[src/rtl/core/odo_pkg.sv]
// odo_pkg: shared types and constants of the differential-drive odometry block
// covers fixed-point angle constants, the cordic arctangent table and the sequencer states
// no dependencies
package odo_pkg;

  // port widths
  localparam int CFG_IDX_W  = 1;
  localparam int CFG_DATA_W = 32;
  localparam int COUNT_W    = 16;
  localparam int POSE_W     = 32;

  // configuration register indexes
  localparam logic [CFG_IDX_W-1:0] REG_LINEAR_GAIN  = 1'd0;
  localparam logic [CFG_IDX_W-1:0] REG_ANGULAR_GAIN = 1'd1;

  // multiplier operand and product widths
  localparam int MUL_IN_W  = 33;
  localparam int MUL_OUT_W = 65;

  // angle datapath, Q30 radians
  localparam int ANG_W         = 48;
  localparam int CORDIC_STEPS  = 24;
  localparam int REDUCE_STEPS  = 15;
  localparam int CNT_W         = 5;

  localparam logic [32:0] TWO_PI_Q30  = 33'd6746518852;
  localparam logic [32:0] PI_Q30      = 33'd3373259426;
  localparam logic [32:0] HALF_PI_Q30 = 33'd1686629713;
  // two pi minus half pi: upper edge of the band that folds by subtracting pi
  localparam logic [32:0] FOLD_HI_Q30 = 33'd5059889139;
  localparam logic [31:0] CORDIC_K    = 32'd652032874;

  // bias that keeps the mid angle positive before reduction: 2pi << 14
  localparam logic [ANG_W-1:0] ANG_BIAS = {15'd0, TWO_PI_Q30} << 14;

  // saturation limits
  localparam logic [31:0] SAT_MAX = 32'h7fff_ffff;
  localparam logic [31:0] SAT_MIN = 32'h8000_0000;

  // arctangent of 2^-i in Q30
  localparam logic [31:0] ATAN_TAB [CORDIC_STEPS] = '{
    32'h3243F6A8, 32'h1DAC6705, 32'h0FADBAFC, 32'h07F56EA6, 32'h03FEAB76, 32'h01FFD55B,
    32'h00FFFAAA, 32'h007FFF55, 32'h003FFFEA, 32'h001FFFFD, 32'h000FFFFF, 32'h0007FFFF,
    32'h0003FFFF, 32'h0001FFFF, 32'h0000FFFF, 32'h00007FFF, 32'h00003FFF, 32'h00001FFF,
    32'h00000FFF, 32'h000007FF, 32'h000003FF, 32'h000001FF, 32'h000000FF, 32'h0000007F
  };

  // cordic sequencer
  typedef enum logic [2:0] {
    CS_IDLE,
    CS_REDUCE,
    CS_FOLD,
    CS_ROTATE,
    CS_DONE
  } cordic_state_t;

  // top level sequencer
  typedef enum logic [3:0] {
    ST_IDLE,
    ST_MUL_D,
    ST_MUL_W,
    ST_ANGLE,
    ST_START,
    ST_ROT,
    ST_MUL_DX,
    ST_MUL_DY,
    ST_UPDATE,
    ST_DONE
  } odo_state_t;

  // multiplier operand select
  typedef enum logic [1:0] {
    MS_LIN,
    MS_ANG,
    MS_COS,
    MS_SIN
  } mul_sel_t;

  // control word from the sequencer to the datapath
  typedef struct packed {
    logic     in_stall;
    logic     accept;
    mul_sel_t mul_sel;
    logic     load_d;
    logic     load_w;
    logic     cor_start;
    logic     add_dx;
    logic     add_dy;
    logic     load_out;
  } odo_ctrl_t;

endpackage

[src/rtl/core/odo_mul.sv]
// odo_mul: shared signed multiplier with a registered product
// depends on odo_pkg for operand and product widths
module odo_mul (
  input  logic                                 clk,
  input  logic signed [odo_pkg::MUL_IN_W-1:0]  a,
  input  logic signed [odo_pkg::MUL_IN_W-1:0]  b,
  output logic signed [odo_pkg::MUL_OUT_W-1:0] p
);
  import odo_pkg::*;

  logic signed [MUL_OUT_W-1:0] p_r;
  logic signed [MUL_OUT_W-1:0] p_nxt;

  // full-width signed product
  always_comb begin
    p_nxt = a * b;
  end

  // product register
  always_ff @(posedge clk) begin
    p_r <= p_nxt;
  end

  assign p = p_r;

endmodule

[config.mk]
export PLATFORM = sky130hd
export DESIGN_NAME = odo_mul
export DESIGN_NICKNAME = d
export VERILOG_FILES = /design/src/rtl/core/odo_pkg.sv /design/src/rtl/core/odo_mul.sv
export SDC_FILE = /design/constraint.sdc
export NUM_CORES = 2
export LEC_CHECK = 0
export BUFFER_PORTS_ARGS = -buffer_cell sky130_fd_sc_hd__buf_2
export CORE_MARGIN = 2
export CORE_UTILIZATION = 30
export DETAILED_ROUTE_END_ITERATION = 10
export GPL_TIMING_DRIVEN = 0
export PLACE_DENSITY_LB_ADDON = 0.08
export SLEW_MARGIN = 0
export SYNTH_ARGS = -nofsm -noshare
export SYNTH_HDL_FRONTEND = slang
export SYNTH_SLANG_ARGS = --single-unit
[constraint.sdc]
create_clock -name clk -period 12.7 [get_ports clk]
set_input_delay 2.54 -clock clk [delete_from_list [all_inputs] [get_ports clk]]
set_output_delay 2.54 -clock clk [all_outputs]
set_load 0.005 [all_outputs]
# Word-level counts from Yosys, hierarchy flattened

Cells that the tools add are included.

Flip-flop bits (word level): 65
Input port bits: 67
Output and inout port bits: 65
Logic and storage cells: 2

Multipliers: 1

Operators by type and width:

| operator         | number |
|---|---|
| $mul A33 B33 Y65 | 1 |

# Logic depth before layout (Yosys ltp)

Depth after elaboration: 1
Depth in mapped cells: 28
Mapped depth without buffers: 26

# Worst setup path before layout

Ideal clock, no wire load.

Path type: input -> register
Start: in a[32] (netlist name)
End: reg p_r[63] (netlist: p[63])
Setup time: 0.072 ns
Arrival time: 9.761 ns
Required time: 12.628 ns
Slack: 2.867 ns
Stages on the path: 28
Buffers on the path: 2
Cell sequence: clkbuf_1 nand2_1 inv_1 fa_1 inv_1 fa_1 inv_1 fa_1 inv_1 fa_1 inv_1 fa_1 fa_1 fa_1 inv_1 fa_1 inv_1 ha_1 clkbuf_1 a21o_1 a21oi_1 and4b_1 a21oi_1 a31o_2 a311o_1 and3_1 a221oi_2 xnor2_1

Word-level cells in the longest chain between the ends: 1

Ends and longest elaborated chain:

| what                 | line          | text |
|---|---|---|
| from (decl)          | odo_mul.sv:5  | `input logic signed [odo_pkg::MUL_IN_W-1:0] a,` |
| $mul A33 B33 Y65     | odo_mul.sv:16 | `p_nxt = a * b;` |
| named net p_nxt[63]  | odo_mul.sv:12 | `logic signed [MUL_OUT_W-1:0] p_nxt;` |
| to (signal assigned) | odo_mul.sv:21 | `p_r <= p_nxt;` |
| to (decl)            | odo_mul.sv:11 | `logic signed [MUL_OUT_W-1:0] p_r;` |

The timed path passes the listed nets, and every way through them passes these cells.

# Worst setup path in the final report

Start: in b[6] (netlist name)
End: reg p_r[63] (netlist: p[63])

Word-level cells in the longest chain between the ends: 1

Ends and longest elaborated chain:

| what                | line          | text |
|---|---|---|
| from (decl)         | odo_mul.sv:6  | `input logic signed [odo_pkg::MUL_IN_W-1:0] b,` |
| $mul A33 B33 Y65    | odo_mul.sv:16 |  |
| named net p_nxt[63] | odo_mul.sv:12 |  |

The timed path passes the listed nets, and every way through them passes these cells.

==> impl_metrics.env <==
export IMPL_synth_ff_type="dfxtp_1"
export IMPL_die_h_um=369.1
export IMPL_grt_max_degree=24
export IMPL_cts_htree_levels=3
export IMPL_final_common_cell="inv_1"
export IMPL_max_freq_mhz=81.24
export IMPL_core_mm2=0.1320
export IMPL_cpMaxStageDelayCell="clkbuf_1"
export IMPL_slew_violations=0
export IMPL_period_minus_slack_ps=12310
export IMPL_grt_usage_pct=26.12
export IMPL_port_buffers=131
export IMPL_drc_errors=0
export IMPL_worst_slew_pin_slew_ps=1445
export IMPL_required_ps=12990
export IMPL_hold_violations=0
export IMPL_critical_path_most_common_cell="fa_1"
export IMPL_ys_ff_latch=65
export IMPL_cts_sinks=65
export IMPL_areaGrowthSynthToFinish_pct=7.996
export IMPL_io_pins=132
export IMPL_endpoint="p[63]$_DFF_P_"
export IMPL_drt_iter0_markers=2118
export IMPL_dieArea_mm2=0.1363
export IMPL_syn_avg_cell_area_um2=9.327
export IMPL_core_rowCount=133
export IMPL_synth_fa_ha_area_share_pct=63.56
export IMPL_ys_seq_area_share_pct=3.254
export IMPL_rsz0062_at_grt="false"
export IMPL_synth_simple_area_share_pct=15.60
export IMPL_startpoint="b[6]"
export IMPL_crit_arrival_ps=12600
export IMPL_synthCells=4288
export IMPL_synth_cell_types=50
export IMPL_clkTransAtPathRegs_ps=60
export IMPL_overflow=0
export IMPL_max_slew_margin_pct=3.670
export IMPL_utilization_pct=32.73
export IMPL_multi_input_area_mm2=0.03364
export IMPL_synth_compound_area_share_pct=3.319
export IMPL_synth_area_mm2=0.03999
export IMPL_finalCritPeriodShare_pct=96.92
export IMPL_critPathLaunchType="input port"
export IMPL_synth_fp_nets=5705
export IMPL_critPathCaptureType="flip-flop"
export IMPL_muxShareOfSynthArea_pct=0.02503
export IMPL_start_util_pct=30.31
export IMPL_antenna_found_initial=36
export IMPL_cp_depth=25
export IMPL_hold_class="input port to flip-flop"
export IMPL_synth_edf_count=0
export IMPL_routed_via_count=29400
export IMPL_seq_area_mm2=0.001301
export IMPL_status="finished clean"
export IMPL_cts_root_buf="clkbuf_16"
export IMPL_post_cts_resized=0
export IMPL_cts_buffer_depth=2
export IMPL_tns_ps=0
export IMPL_critPathKind="input port to flip-flop"
export IMPL_grt_pass1_wl_um=245700
export IMPL_critPathBufInv=7
export IMPL_place_detailed_hpwl_um=148400
export IMPL_largest_reg_flops=65
export IMPL_num_nets_final=5848
export IMPL_wl_per_cell_um=28.03
export IMPL_finalNonFillerCells=6208
export IMPL_first_pass_iters=5
export IMPL_drv_cap=0
export IMPL_avgViaCountPerCell=4.735
export IMPL_drive_above_1_share_pct=3.584
export IMPL_most_common_layout_cells="1,136 x inv_1, 1,135 x fa_1, 576 x nand2_1"
export IMPL_synth_xor_area_share_pct=1.599
export IMPL_crit_family="adder cells"
export IMPL_cts_setup_buffers=0
export IMPL_numCtsBuffers=9
export IMPL_cts_tree="done"
export IMPL_setup_viol=0
export IMPL_fillers=14170
export IMPL_async_reset_ff_share_pct=0
export IMPL_postCtsHoldBufs=0
export IMPL_grt_pass1_vias=32330
export IMPL_synth_top_family_by_area="adder cells"
export IMPL_worstPathMaxFanout=12
export IMPL_ant_nets=0
export IMPL_yosys_warnings=0
export IMPL_placedCellCount=6175
export IMPL_finalWeightedCongestion=0.9456
export IMPL_cpPeakStageDelay_ps=1050
export IMPL_routed_wl_um=174000
export IMPL_die_w_um=369.1
[synth_stat cells, types with 2 or more instances]
cell	number	area [um2]
or2_2	3	18.77
o2111a_1	2	22.52
nor3b_1	2	15.01
and2_1	530	3316
o21ai_0	41	205.2
a211oi_1	5	37.54
xnor2_1	58	508.0
clkbuf_1	211	792.0
inv_1	1136	4264
nand4_1	11	68.82
nand2b_1	15	93.84
a21oi_1	73	365.4
nor2b_1	29	181.4
o211ai_1	3	22.52
nand3b_1	3	22.52
nor2_1	32	120.1
o221ai_1	2	17.52
a31oi_1	13	81.33
o21a_1	8	60.06
and4_1	2	17.52
o21bai_1	12	90.09
nand3_1	12	60.06
a311oi_1	2	17.52
nand2_1	576	2162
nor4_1	3	18.77
o41ai_1	3	26.28
a41o_1	2	20.02
a21o_1	22	165.2
a31o_2	4	35.03
a211o_1	6	52.55
dfxtp_1	65	1301
xor2_1	15	131.4
fa_1	1136	22740
nor3_1	12	60.06
and3_1	11	68.82
ha_1	214	2678
[cells by family after synthesis]
group,count (synthesis)
compound gates,209
xor+xnor,73
fa+ha+maj,1350
buf+inv,1347
flops,65
mux,1
simple gates,1243
[layer usage]
layer	GRT usage, %	vias up	routed length (um)
met5	0	-	62
met2	44.38	953	85090
li1	-	12460	-
met4	12.60	8	10260
met3	3.282	259	8905
met1	32.85	15720	69720
[worst min path at each step]
stage	from	endpoint	slack, ps	depth (start not counted)
2_1_floorplan	a[0]	p[0]$_DFF_P_	2670	1
3_3_place_gp	p[23]$_DFF_P_	p[23]	2920	1
5_1_grt	a[0]	p[0]$_DFF_P_	2640	2
6_report	a[0]	p[0]$_DFF_P_	2670	2
4_1_cts	a[0]	p[0]$_DFF_P_	2640	2
3_5_place_dp	p[30]$_DFF_P_	p[30]	2920	1
[area by class of cell]
cell class	instances	area share [%]
antenna	17	0.09849
buffer	211	1.837
clock buffer	9	0.5214
clock inverter	7	0.1275
inverter	1136	9.873
multi-input combinational	2876	77.88
sequential	65	3.013
tap	1755	5.084
timing repair buffer	132	1.564
[stage by stage]
step / area (um2) / setup slack [ps] / hold WS [ps]
2_1_floorplan: 39990 / 2867 / 2667
3_3_place_gp: 42840 / -110.7 / 2917
3_5_place_dp: 42870 / -109.2 / 2916
4_1_cts: 43150 / 266.3 / 2638
5_1_grt: 43150 / 79.48 / 2638
6_report: 43190 / 391.3 / 2666
Power is not shown: default switching activity piles up to over one toggle a cycle in this logic, so the estimate is an artifact.
