==> config.mk <==
export PLATFORM = sky130hd
export DESIGN_NAME = odo_cordic
export DESIGN_NICKNAME = d
export VERILOG_FILES = /design/src/rtl/core/odo_pkg.sv /design/src/rtl/core/odo_cordic.sv
export SDC_FILE = /design/constraint.sdc
export NUM_CORES = 1
export LEC_CHECK = 0
export BUFFER_PORTS_ARGS = -buffer_cell sky130_fd_sc_hd__buf_2
export CELL_PAD_IN_SITES_DETAIL_PLACEMENT = 2
export CELL_PAD_IN_SITES_GLOBAL_PLACEMENT = 2
export CORE_MARGIN = 10
export CORE_UTILIZATION = 38
export CTS_CLUSTER_DIAMETER = 200
export DETAILED_ROUTE_END_ITERATION = 6
export PLACE_DENSITY_LB_ADDON = 0.1
export SLEW_MARGIN = 30
export SYNTH_ARGS = -nofsm -noshare
export SYNTH_HDL_FRONTEND = slang
export SYNTH_SLANG_ARGS = --single-unit
export TNS_END_PERCENT = 1
==> constraint.sdc <==
create_clock -name clk -period 11.2 [get_ports clk]
set_input_delay 0.56 -clock clk [delete_from_list [all_inputs] [get_ports clk]]
set_output_delay 0.56 -clock clk [all_outputs]
set_load 0.05 [all_outputs]
==> src/rtl/core/odo_pkg.sv <==
// odo_pkg: shared types and constants of the differential-drive odometry block
// covers fixed-point angle constants, the cordic arctangent table and the sequencer states
// no dependencies
package odo_pkg;

  // port widths
  localparam int CFG_IDX_W  = 1;
  localparam int CFG_DATA_W = 32;
  localparam int COUNT_W    = 16;
  localparam int POSE_W     = 32;

  // configuration register indexes
  localparam logic [CFG_IDX_W-1:0] REG_LINEAR_GAIN  = 1'd0;
  localparam logic [CFG_IDX_W-1:0] REG_ANGULAR_GAIN = 1'd1;

  // multiplier operand and product widths
  localparam int MUL_IN_W  = 33;
  localparam int MUL_OUT_W = 65;

  // angle datapath, Q30 radians
  localparam int ANG_W         = 48;
  localparam int CORDIC_STEPS  = 24;
  localparam int REDUCE_STEPS  = 15;
  localparam int CNT_W         = 5;

  localparam logic [32:0] TWO_PI_Q30  = 33'd6746518852;
  localparam logic [32:0] PI_Q30      = 33'd3373259426;
  localparam logic [32:0] HALF_PI_Q30 = 33'd1686629713;
  // two pi minus half pi: upper edge of the band that folds by subtracting pi
  localparam logic [32:0] FOLD_HI_Q30 = 33'd5059889139;
  localparam logic [31:0] CORDIC_K    = 32'd652032874;

  // bias that keeps the mid angle positive before reduction: 2pi << 14
  localparam logic [ANG_W-1:0] ANG_BIAS = {15'd0, TWO_PI_Q30} << 14;

  // saturation limits
  localparam logic [31:0] SAT_MAX = 32'h7fff_ffff;
  localparam logic [31:0] SAT_MIN = 32'h8000_0000;

  // arctangent of 2^-i in Q30
  localparam logic [31:0] ATAN_TAB [CORDIC_STEPS] = '{
    32'h3243F6A8, 32'h1DAC6705, 32'h0FADBAFC, 32'h07F56EA6, 32'h03FEAB76, 32'h01FFD55B,
    32'h00FFFAAA, 32'h007FFF55, 32'h003FFFEA, 32'h001FFFFD, 32'h000FFFFF, 32'h0007FFFF,
    32'h0003FFFF, 32'h0001FFFF, 32'h0000FFFF, 32'h00007FFF, 32'h00003FFF, 32'h00001FFF,
    32'h00000FFF, 32'h000007FF, 32'h000003FF, 32'h000001FF, 32'h000000FF, 32'h0000007F
  };

  // cordic sequencer
  typedef enum logic [2:0] {
    CS_IDLE,
    CS_REDUCE,
    CS_FOLD,
    CS_ROTATE,
    CS_DONE
  } cordic_state_t;

  // top level sequencer
  typedef enum logic [3:0] {
    ST_IDLE,
    ST_MUL_D,
    ST_MUL_W,
    ST_ANGLE,
    ST_START,
    ST_ROT,
    ST_MUL_DX,
    ST_MUL_DY,
    ST_UPDATE,
    ST_DONE
  } odo_state_t;

  // multiplier operand select
  typedef enum logic [1:0] {
    MS_LIN,
    MS_ANG,
    MS_COS,
    MS_SIN
  } mul_sel_t;

  // control word from the sequencer to the datapath
  typedef struct packed {
    logic     in_stall;
    logic     accept;
    mul_sel_t mul_sel;
    logic     load_d;
    logic     load_w;
    logic     cor_start;
    logic     add_dx;
    logic     add_dy;
    logic     load_out;
  } odo_ctrl_t;

endpackage

==> src/rtl/core/odo_cordic.sv <==
// odo_cordic: iterative angle reduction and rotation-mode cordic for cos and sin
// one shared 48-bit adder serves both the modulo-2pi reduction and the z updates
// depends on odo_pkg for constants, the arctangent table and the state type
module odo_cordic (
  input  logic                            clk,
  input  logic                            rst_n,
  input  logic                            start,
  input  logic [odo_pkg::ANG_W-1:0]       ang,
  output logic                            done,
  output logic signed [31:0]              cos_val,
  output logic signed [31:0]              sin_val
);
  import odo_pkg::*;

  cordic_state_t state_r, state_nxt;
  logic [CNT_W-1:0]        cnt_r, cnt_nxt;
  logic [ANG_W-1:0]        z_r, z_nxt;
  logic signed [31:0]      x_r, x_nxt;
  logic signed [31:0]      y_r, y_nxt;
  logic                    neg_r, neg_nxt;

  logic [ANG_W-1:0]        add_b;
  logic                    add_sub;
  logic [ANG_W:0]          add_res;
  logic signed [31:0]      x_sh;
  logic signed [31:0]      y_sh;

  // next state
  always_comb begin
    state_nxt = state_r;
    unique case (state_r)
      CS_IDLE:   if (start) state_nxt = CS_REDUCE;
      CS_REDUCE: if (cnt_r == '0) state_nxt = CS_FOLD;
      CS_FOLD:   state_nxt = CS_ROTATE;
      CS_ROTATE: if (cnt_r == CNT_W'(CORDIC_STEPS - 1)) state_nxt = CS_DONE;
      CS_DONE:   state_nxt = CS_IDLE;
      default:   state_nxt = CS_IDLE;
    endcase
  end

  // outputs
  always_comb begin
    done    = (state_r == CS_DONE);
    cos_val = neg_r ? -x_r : x_r;
    sin_val = neg_r ? -y_r : y_r;
  end

  // shared adder: trial subtract of 2pi << k while reducing, z -/+ atan while rotating
  always_comb begin
    if (state_r == CS_REDUCE) begin
      add_b   = {15'd0, TWO_PI_Q30} << cnt_r;
      add_sub = 1'b1;
    end else begin
      add_b   = {16'd0, ATAN_TAB[cnt_r]};
      add_sub = ~z_r[ANG_W-1];
    end
    if (add_sub) begin
      add_res = {1'b0, z_r} - {1'b0, add_b};
    end else begin
      add_res = {1'b0, z_r} + {1'b0, add_b};
    end
  end

  assign x_sh = x_r >>> cnt_r;
  assign y_sh = y_r >>> cnt_r;

  // datapath
  always_comb begin
    cnt_nxt = cnt_r;
    z_nxt   = z_r;
    x_nxt   = x_r;
    y_nxt   = y_r;
    neg_nxt = neg_r;
    unique case (state_r)
      CS_IDLE: begin
        if (start) begin
          z_nxt   = ang;
          cnt_nxt = CNT_W'(REDUCE_STEPS - 1);
          x_nxt   = CORDIC_K;
          y_nxt   = '0;
          neg_nxt = 1'b0;
        end
      end
      CS_REDUCE: begin
        // keep the difference when no borrow
        if (!add_res[ANG_W]) z_nxt = add_res[ANG_W-1:0];
        if (cnt_r != '0) cnt_nxt = cnt_r - 1'b1;
      end
      CS_FOLD: begin
        // z is in [0, 2pi): bring it to [-pi/2, pi/2], negating when pi is removed
        cnt_nxt = '0;
        if (z_r[32:0] <= HALF_PI_Q30) begin
          z_nxt   = z_r;
          neg_nxt = 1'b0;
        end else if (z_r[32:0] < FOLD_HI_Q30) begin
          z_nxt   = z_r - {15'd0, PI_Q30};
          neg_nxt = 1'b1;
        end else begin
          z_nxt   = z_r - {15'd0, TWO_PI_Q30};
          neg_nxt = 1'b0;
        end
      end
      CS_ROTATE: begin
        if (!z_r[ANG_W-1]) begin
          x_nxt = x_r - y_sh;
          y_nxt = y_r + x_sh;
        end else begin
          x_nxt = x_r + y_sh;
          y_nxt = y_r - x_sh;
        end
        z_nxt   = add_res[ANG_W-1:0];
        cnt_nxt = cnt_r + 1'b1;
      end
      CS_DONE: begin
        cnt_nxt = '0;
      end
      default: begin
        cnt_nxt = '0;
      end
    endcase
  end

  // control registers
  always_ff @(posedge clk) begin
    if (!rst_n) begin
      state_r <= CS_IDLE;
      cnt_r   <= '0;
    end else begin
      state_r <= state_nxt;
      cnt_r   <= cnt_nxt;
    end
  end

  // working registers
  always_ff @(posedge clk) begin
    z_r   <= z_nxt;
    x_r   <= x_nxt;
    y_r   <= y_nxt;
    neg_r <= neg_nxt;
  end

endmodule

### Word-level counts from Yosys, hierarchy flattened

Memory sizes are Yosys's and may differ from the RTL's.
Cells that the tools add are included.

| storage, ports and cells | value |
|---|---|
| bits in read-only memories | 1,024 |
| logic and storage cells | 78 |
| input bits | 51 |
| register bits | 121 |
| memories kept | 1 |

| operators by class | value |
|---|---|
| bitwise logic cells | 2 |
| reductions and logical operators | 11 |
| add/sub/neg operators | 12 |
| shift operators | 3 |
| magnitude comparators | 3 |
| eq/ne operators | 11 |
| mux-type cells | 29 |

Memory list:

| memory | depth | width | rd ports | clocked after Yosys merged registers in | wr ports | line | RTL |
|---|---|---|---|---|---|---|---|
| (name not given) | 32 | 32 | 1 | 0 | 0 | odo_cordic.sv:54 | `add_b = {16'd0, ATAN_TAB[cnt_r]};` |

Operator list:

| cell | count |
|---|---|
| 32-bit two-way mux | 8 |
| 48-bit two-way mux | 5 |
| 48-bit case mux with 4 select lines | 1 |
| 32-bit case mux with 2 select lines | 2 |
| 32-bit adder | 2 |
| 32-bit negation | 2 |
| 32-bit by 5-bit >>> shifter with 32-bit output | 2 |
| 32-bit subtractor | 2 |
| 48-bit by 48-bit adder with 49-bit output | 1 |
| 49-bit two-way mux | 1 |
| 48-bit by 48-bit subtractor with 49-bit output | 1 |
| 33-bit by 5-bit left shift with 48-bit output (first input constant) | 1 |
| 48-bit by 32-bit subtractor with 48-bit output (second input constant) | 1 |
| 48-bit by 33-bit subtractor with 48-bit output (second input constant) | 1 |
| 33-bit by 31-bit <= comparator with 1-bit output (second input constant) | 1 |
| 33-bit less-than comparator (second input constant) | 1 |
| 5-bit case mux with 3 select lines | 1 |
| 3-bit case mux with 4 select lines | 1 |
| 5-bit two-way mux | 2 |
| 2-bit inequality test (second input constant) | 5 |
| 3-bit two-way mux | 3 |
| 3-bit by 2-bit == test with 1-bit output (second input constant) | 2 |
| 6-bit >= comparator (second input constant) | 1 |
| 5-bit inverter with 6-bit output | 1 |
| 17 further kinds | 23 |

### Logic depth before layout (Yosys ltp)

Gate-level depths: netlist (run 1).

| logic depth | value |
|---|---|
| depth after elaboration | 9 |
| gate-level depth with buffers | 27 |

### Worst setup path before layout (run 1)

OpenSTA, ideal clock, no wires.

| path | value |
|---|---|
| kind | register to register |
| start point | register cnt_r[0] |
| end point | register z_r[10], enable pin |
| path slack | 2.070 ns |
| path buffers | 4 |
| arrival time | 8.623 ns |
| library setup time | 0.507 ns |
| data required time | 10.693 ns |
| cell stages (with the launch flop) | 28 |
| cell sequence | dfxtp_1 buf_2 inv_2 buf_1 clkbuf_1 ha_1 clkbuf_1 inv_1 nor2_1 nand2_1 nand2_1 a21boi_0 nor2b_1 nand2_1 nor2_1 a21o_1 xor2_1 ha_1 nand2_1 nor2_1 nand2_1 o21ai_0 a21oi_1 o21ai_1 a21o_1 a31oi_1 o31a_1 nor3_1 |

| on the way | value |
|---|---|
| word-level cells in the longest chain between the ends | 9 |

Ends and longest elaborated chain:

| what | line | RTL |
|---|---|---|
| start, declared | odo_cordic.sv:16 | `logic [CNT_W-1:0] cnt_r, cnt_nxt;` |
| start signal, assigned | odo_cordic.sv:130 | `cnt_r <= cnt_nxt;` |
| 5-bit inverter with 6-bit output (implied by the code) | odo_cordic.sv:54 |  |
| memory 32 x 32 bit | -- |  |
| 32-bit two-way mux (implied by the code) (2 in series) | odo_cordic.sv:54 |  |
| 48-bit two-way mux (*) | odo_cordic.sv:50 | `if (state_r == CS_REDUCE) begin` |
| 48-bit by 48-bit adder with 49-bit output or 48-bit by 48-bit subtractor with 49-bit output (tied branches) | odo_cordic.sv:60, odo_cordic.sv:58 |  |
| 49-bit two-way mux (*) | odo_cordic.sv:57 | `if (add_sub) begin` |
| 2-bit inequality test (no line) (*) | -- |  |
| 4-bit AND reduction (no line) (*) | -- |  |
| end signal, assigned | odo_cordic.sv:136 | `z_r <= z_nxt;` |
| end, declared | odo_cordic.sv:17 | `logic [ANG_W-1:0] z_r, z_nxt;` |

Mark *: on every way between the ends. The rest lies on a longest branch, timed or not. The select of a mux whose other input is x is not followed.
A chain may end at the register's enable or synchronous reset.

### Worst setup path after layout (run 1)

| path | value |
|---|---|
| start point | register cnt_r[1] |
| end point | register z_r[9], enable pin |

The elaborated chain is that of the path after synthesis.

==> metrics, run 1 <==
outcome completed; worst skew pair latency 490 ps; R2R Setup Slk 3280 ps; vias per inst around 6.5; drt first pass iters 5; crit path DAT roughly 8100 ps; H-tree depth 4; CTS resizes 0; vias in the first global route 24.4k; RSZ-0062 raised after global routing false; Ant. Diodes 0; Final TNS setup 0 ps; pin count of the biggest net entering global routing 74; post-synth top area cell edfxtp_1; Max Transition Viols Final 0; grt total ovfl 0; MaxCap Viol Count 0; post-route ant nets 0; Mean Syn Cell Area approximately 7.7 um^2; Hold WS about 360 ps; Die W 258 um; Cell variety after synth 87; ranking of synthesized cells by area edfxtp_1, ha_1, xnor2_1, mux4_2, a21oi_1; Clock transition at path regs 60 ps; global-route wire length before repair between 150,000 and 200,000 um; Period minus WS final 7920 ps; maximum fanout along the worst path 45; Tot GR Track Use between 20% and 30%; DRT iter0 DRCs 1,630; fin area ~23,000 um^2; async set-or-reset flop fraction in the synthesized netlist 0%; sequential area share after synthesis between 10% and 20%; Max Fclk around 130 MHz; WP data required between 10,000 and 15,000 ps; Mapped Area 21,600 um^2; fin cells roughly 3.5k; Starting Density roughly two fifths; most frequent cells in the layout nand2_1, nor2_1, a21oi_1; crit path capture type flop; Core Region ~56,000 um^2; EDFF count, synth about 110; number of antenna violations at the first check in global routing 1; Slew HR between 20% and 30%; Storage cell area 3570 um^2; GP Congestion around 1.0; synthesis-to-layout area growth 7.37%; boundary pin count approximately 120; Synth Flop Type edfxtp_1; wire length per cell between 20 and 30 um; DP Area 22,600 um^2; CTS tree built; share of layout cells above drive strength 1 roughly an eighth; Worst Hold Class in -> reg; hpwl dp 77,500 um; routed wire length just over 100,000 um; Filler Cell Count between 6k and 7k; CTS max path bufs 2; Setup CP Type reg -> reg; Num CTS Buffers 17; Slew @ Worst Pin between 1000 and 1500 ps; Die Y 258 um; setup bufs post-CTS 0; Cells after Synth roughly 2.8k; DP Cell Count around 3.5k; yosys warns 0; Yosys top cell area share approximately 16%; Synthesized Nets between 2k and 3k; clk sink count roughly 120; Row Count 87; hold_buf cts 0; Final Hold Viols 0; final setup vio count 0; fin nets 2,944; Port Buffers between 100 and 150; commonest non-fill, non-tap cell in the layout nand2_1; Vias approximately 23k; Final period util a little over 70%; Worst Clk Skew around 15 ps; CTS Root Cell clkbuf_16; #FFs+latches synth between 100 and 150; DRC Markers 0; multi-input combinational cell area between 15,000 and 20,000 um^2; Die ar. ~67,000 um^2; startpoint types flop
## cell usage after synthesis (24+ instances only)
cell,instances
o21ai_0,214
nor2_1,247
o22ai_1,34
nand3_1,54
a22oi_1,27
xor2_1,78
nand2_1,268
nand2b_1,45
clkbuf_1,166
edfxtp_1,113
a21o_1,75
and3_1,24
nor3_1,63
mux2_2,58
o31ai_1,35
inv_1,66
mux2i_1,69
a211oi_1,32
o211ai_1,28
a31oi_1,59
a21oi_1,218
mux4_2,52
ha_1,131
xnor2_1,185
buf_1,34
## critical path: stages, from the launching register on
cell	delay, ps
dfxtp_4	770
clkinv_1	620
ha_1	670
nand2_1	220
a21oi_1	430
a21boi_0	280
nor2b_1	220
nand4_1	160
o31ai_1	470
xnor2_1	130
ha_1	390
nand2_1	130
nor2_1	170
nand2_1	70
o21ai_0	490
a21oi_1	250
o21ai_1	580
a21o_1	200
a31oi_1	180
o31a_1	370
nor3_2	220
buf_4	460
## metal layers
metal / vias to the layer above / GRT usage, % / part of all wire (%)
li1: 10400 / - / -
met1: 11700 / 35.9 / 42
met2: 671 / 51.8 / 50
met3: 191 / 3.64 / 4.1
met4: 0 / 12.1 / 3.9
met5: - / 0 / 0
## metrics by stage
stage                     util [%]  setup slack, ps
after floorplan                  -             2070
after detailed placement      40.2             3320
after global routing          41.1             2770
final                         41.1             3280
after global placement        40.1             3670
after CTS                     41.1             3230
## logic make-up (layout without fill, tap and decap cells)
logic type      after synthesis  after routing  share of synthesized area [%]
compound gates              936            936                           28.3
simple gates                877            877                           19.4
buf+inv                     292            258                           5.25
xor+xnor                    263            263                           10.7
mux                         181            181                           11.9
fa+ha+maj                   135            135                           7.97
flops                       121            121                           16.5
## flip-flops by register name, summed over array words and instances, names as in the netlist
name	count
x_r	32
z_r	48
neg_r	1
cnt_r	5
y_r	32
state_r	3
## layout make-up
type	instances	area share (%)
clock inverters	9	0.330
clock buffers	23	1.93
flip-flops and latches	121	15.4
well taps	756	4.09
repair buffers	156	3.92
multi-input cells	2392	73.2
inverters	70	1.13
## final timing paths
check | startpoint | to | cells after the start
min reg2reg | z_r[44] | z_r[44] | 2
max | cnt_r[1] | z_r[9] | 21
max reg2reg | cnt_r[1] | z_r[9] | 21
min | ang[38] | z_r[38] | 3
Power of run 1 is not shown: default switching activity piles up to over one toggle a cycle in this logic, so the estimate is an artifact.
==> run 2, diff against run 1 <==
==> constraint.sdc (replaced) <==
create_clock -name clk -period 7.57 [get_ports clk]
set_input_delay 0.3785 -clock clk [delete_from_list [all_inputs] [get_ports clk]]
set_output_delay 0.3785 -clock clk [all_outputs]
set_load 0.05 [all_outputs]
==> run 2 against run 1 <==
Against the previous run: clock skew up 3.0 ps; hold slack worse by 180 ps; critical path depth unchanged; setup slack got worse by 2900 ps; routed wire length grew 2.5%; core utilization is 0.79 points higher; die area unchanged; maximum frequency up 11%.
==> metrics, run 2 (synthesized netlist as in run 1, its figures left out) <==
biggest regs z_r x48, x_r x32, y_r x32; Die ar. 66,700 um^2 (unchanged); Core Region 56,300 um^2 (unchanged); Row Count 87 (unchanged); boundary pin count 116 (unchanged); Worst Setup SP cnt_r[2]; Port Buffers 115 (unchanged); final setup vio count 0 (unchanged); Reg2Reg Depth 21 (unchanged); Max Fclk 140 MHz (+11%); Starting Density 38.3% (unchanged); maximum fanout along the worst path 45 (unchanged); MaxCap Viol Count 0 (unchanged); number of antenna violations at the first check in global routing 1 (unchanged); CTS Root Cell clkbuf_16; worst skew pair latency 500 ps (about the same); Most flops, register z_r; crit path DAT 7400 ps (-650 ps); global-route wire length before repair 159,000 um (+2.9%); wire length per cell 29.0 um (+1.0%); synthesis-to-layout area growth 9.44%; clk sink count 121 (unchanged); Worst Clk Skew 18.1 ps (+2.96 ps); Worst Hold Class in -> reg; RSZ-0062 raised after global routing false; pin count of the biggest net entering global routing 116 (+57%); Num CTS Buffers 17 (unchanged); DRC Markers 0 (unchanged); most frequent cells in the layout nand2_1, nor2_1, a21oi_1; hold_buf cts 0 (unchanged); WP data required 7810 ps (-3510 ps); setup bufs post-CTS 0 (unchanged); Max Transition Viols Final 0 (unchanged); r2r startpoint cnt_r[2]; Final TNS setup 0 ps (unchanged); Final period util 94.7% (+24 points); H-tree depth 4 (unchanged); Slew HR 28.1% (+1.9 points); crit path capture y_r[29]; startpoint types flop; post-route ant nets 0 (unchanged); Period minus WS final 7170 ps (-756 ps); Vias 23.5k (+2.0%); fin nets 2,997 (+1.8%); hpwl dp 80,200 um (+3.4%); GP Congestion 0.984 (-1.9%); routed wire length 104,000 um (+2.5%); Ant. Diodes 0 (unchanged); vias in the first global route 25.3k (+3.8%); Die Y 258 um (unchanged); commonest non-fill, non-tap cell in the layout nand2_1; Clock transition at path regs 70 ps (about the same); R2R Setup Slk 400 ps (-2870 ps); crit path capture type flop; max reg flops 48 (unchanged); Slew @ Worst Pin 1070 ps (-24.6 ps); outcome completed; reg2reg end y_r[29]; Die W 258 um (unchanged); grt total ovfl 0 (unchanged); CTS max path bufs 2 (unchanged); Setup CP Type reg -> reg; drt first pass iters 5 (unchanged); Tot GR Track Use 30.4% (+0.93 points); CTS tree built; vias per inst 6.56 (+0.50%); hold path start ang[38]; share of layout cells above drive strength 1 14.3% (+1.6 points); Final Hold Viols 0 (unchanged); CTS resizes 0 (unchanged); DRT iter0 DRCs 1,452 (-11%)
[run 2: per-layer routing]
metal	up-vias	routed length [um]	share of wire, %	track usage (%)
met5	-	18	0.017	0
met1	11900	41800	40	35.3
met4	2	5830	5.6	16.0
met3	263	5060	4.9	4.82
met2	736	51200	49	53.1
li1	10500	-	-	-
[run 2: cell type report]
cell class | count | area [um^2]
Inverter | 70 | 263
Clock inverter | 10 | 80.1
Sequential cell | 121 | 3570
Multi-Input combinational cell | 2392 | 17000
Timing Repair Buffer | 209 | 1350
Fill cell | 6542 | 32700
Tap cell | 756 | 946
Clock buffer | 21 | 440
[run 2: how the worst min path moves through the flow]
stage | end | slack, ps | cells after the start
2_1_floorplan | state_r[1] | 510 | 2
3_3_place_gp | z_r[29] | 660 | 3
3_5_place_dp | z_r[23] | 670 | 3
4_1_cts | z_r[37] | 150 | 3
5_1_grt | z_r[37] | 170 | 3
6_report | z_r[38] | 180 | 3
[run 2: critical path, cell delays in order (launching register included)]
cell and delay (ps):
dfxtp_4 730, buf_4 570, nor3_1 220, buf_4 270, a22o_1 240, a221oi_1 480
ha_1 320, nand2_1 80, nor3_1 440, and2_1 260, a31oi_1 110, xnor2_1 250
ha_1 340, a21oi_1 270, o221ai_1 270, a221oi_1 370, o21ai_0 210, a41oi_1 500
o21ai_0 330, a211oi_1 340, xor2_1 220, nor2_1 80
[run 2: per-stage QoR]
stage               hold WS [ps]  utilization [%]  instance area (um^2)  cells  worst slack [ps]
global placement             663             41.0                 23100   3548               871
floorplan                    507                -                 21600   2805               515
CTS                          147             41.9                 23600   3579               410
finish                       177             41.9                 23600   3579               404
global route                 170             41.9                 23600   3579              2.20
detailed placement           670             41.0                 23100   3548               534
Power of run 2 is left out for the same reason.
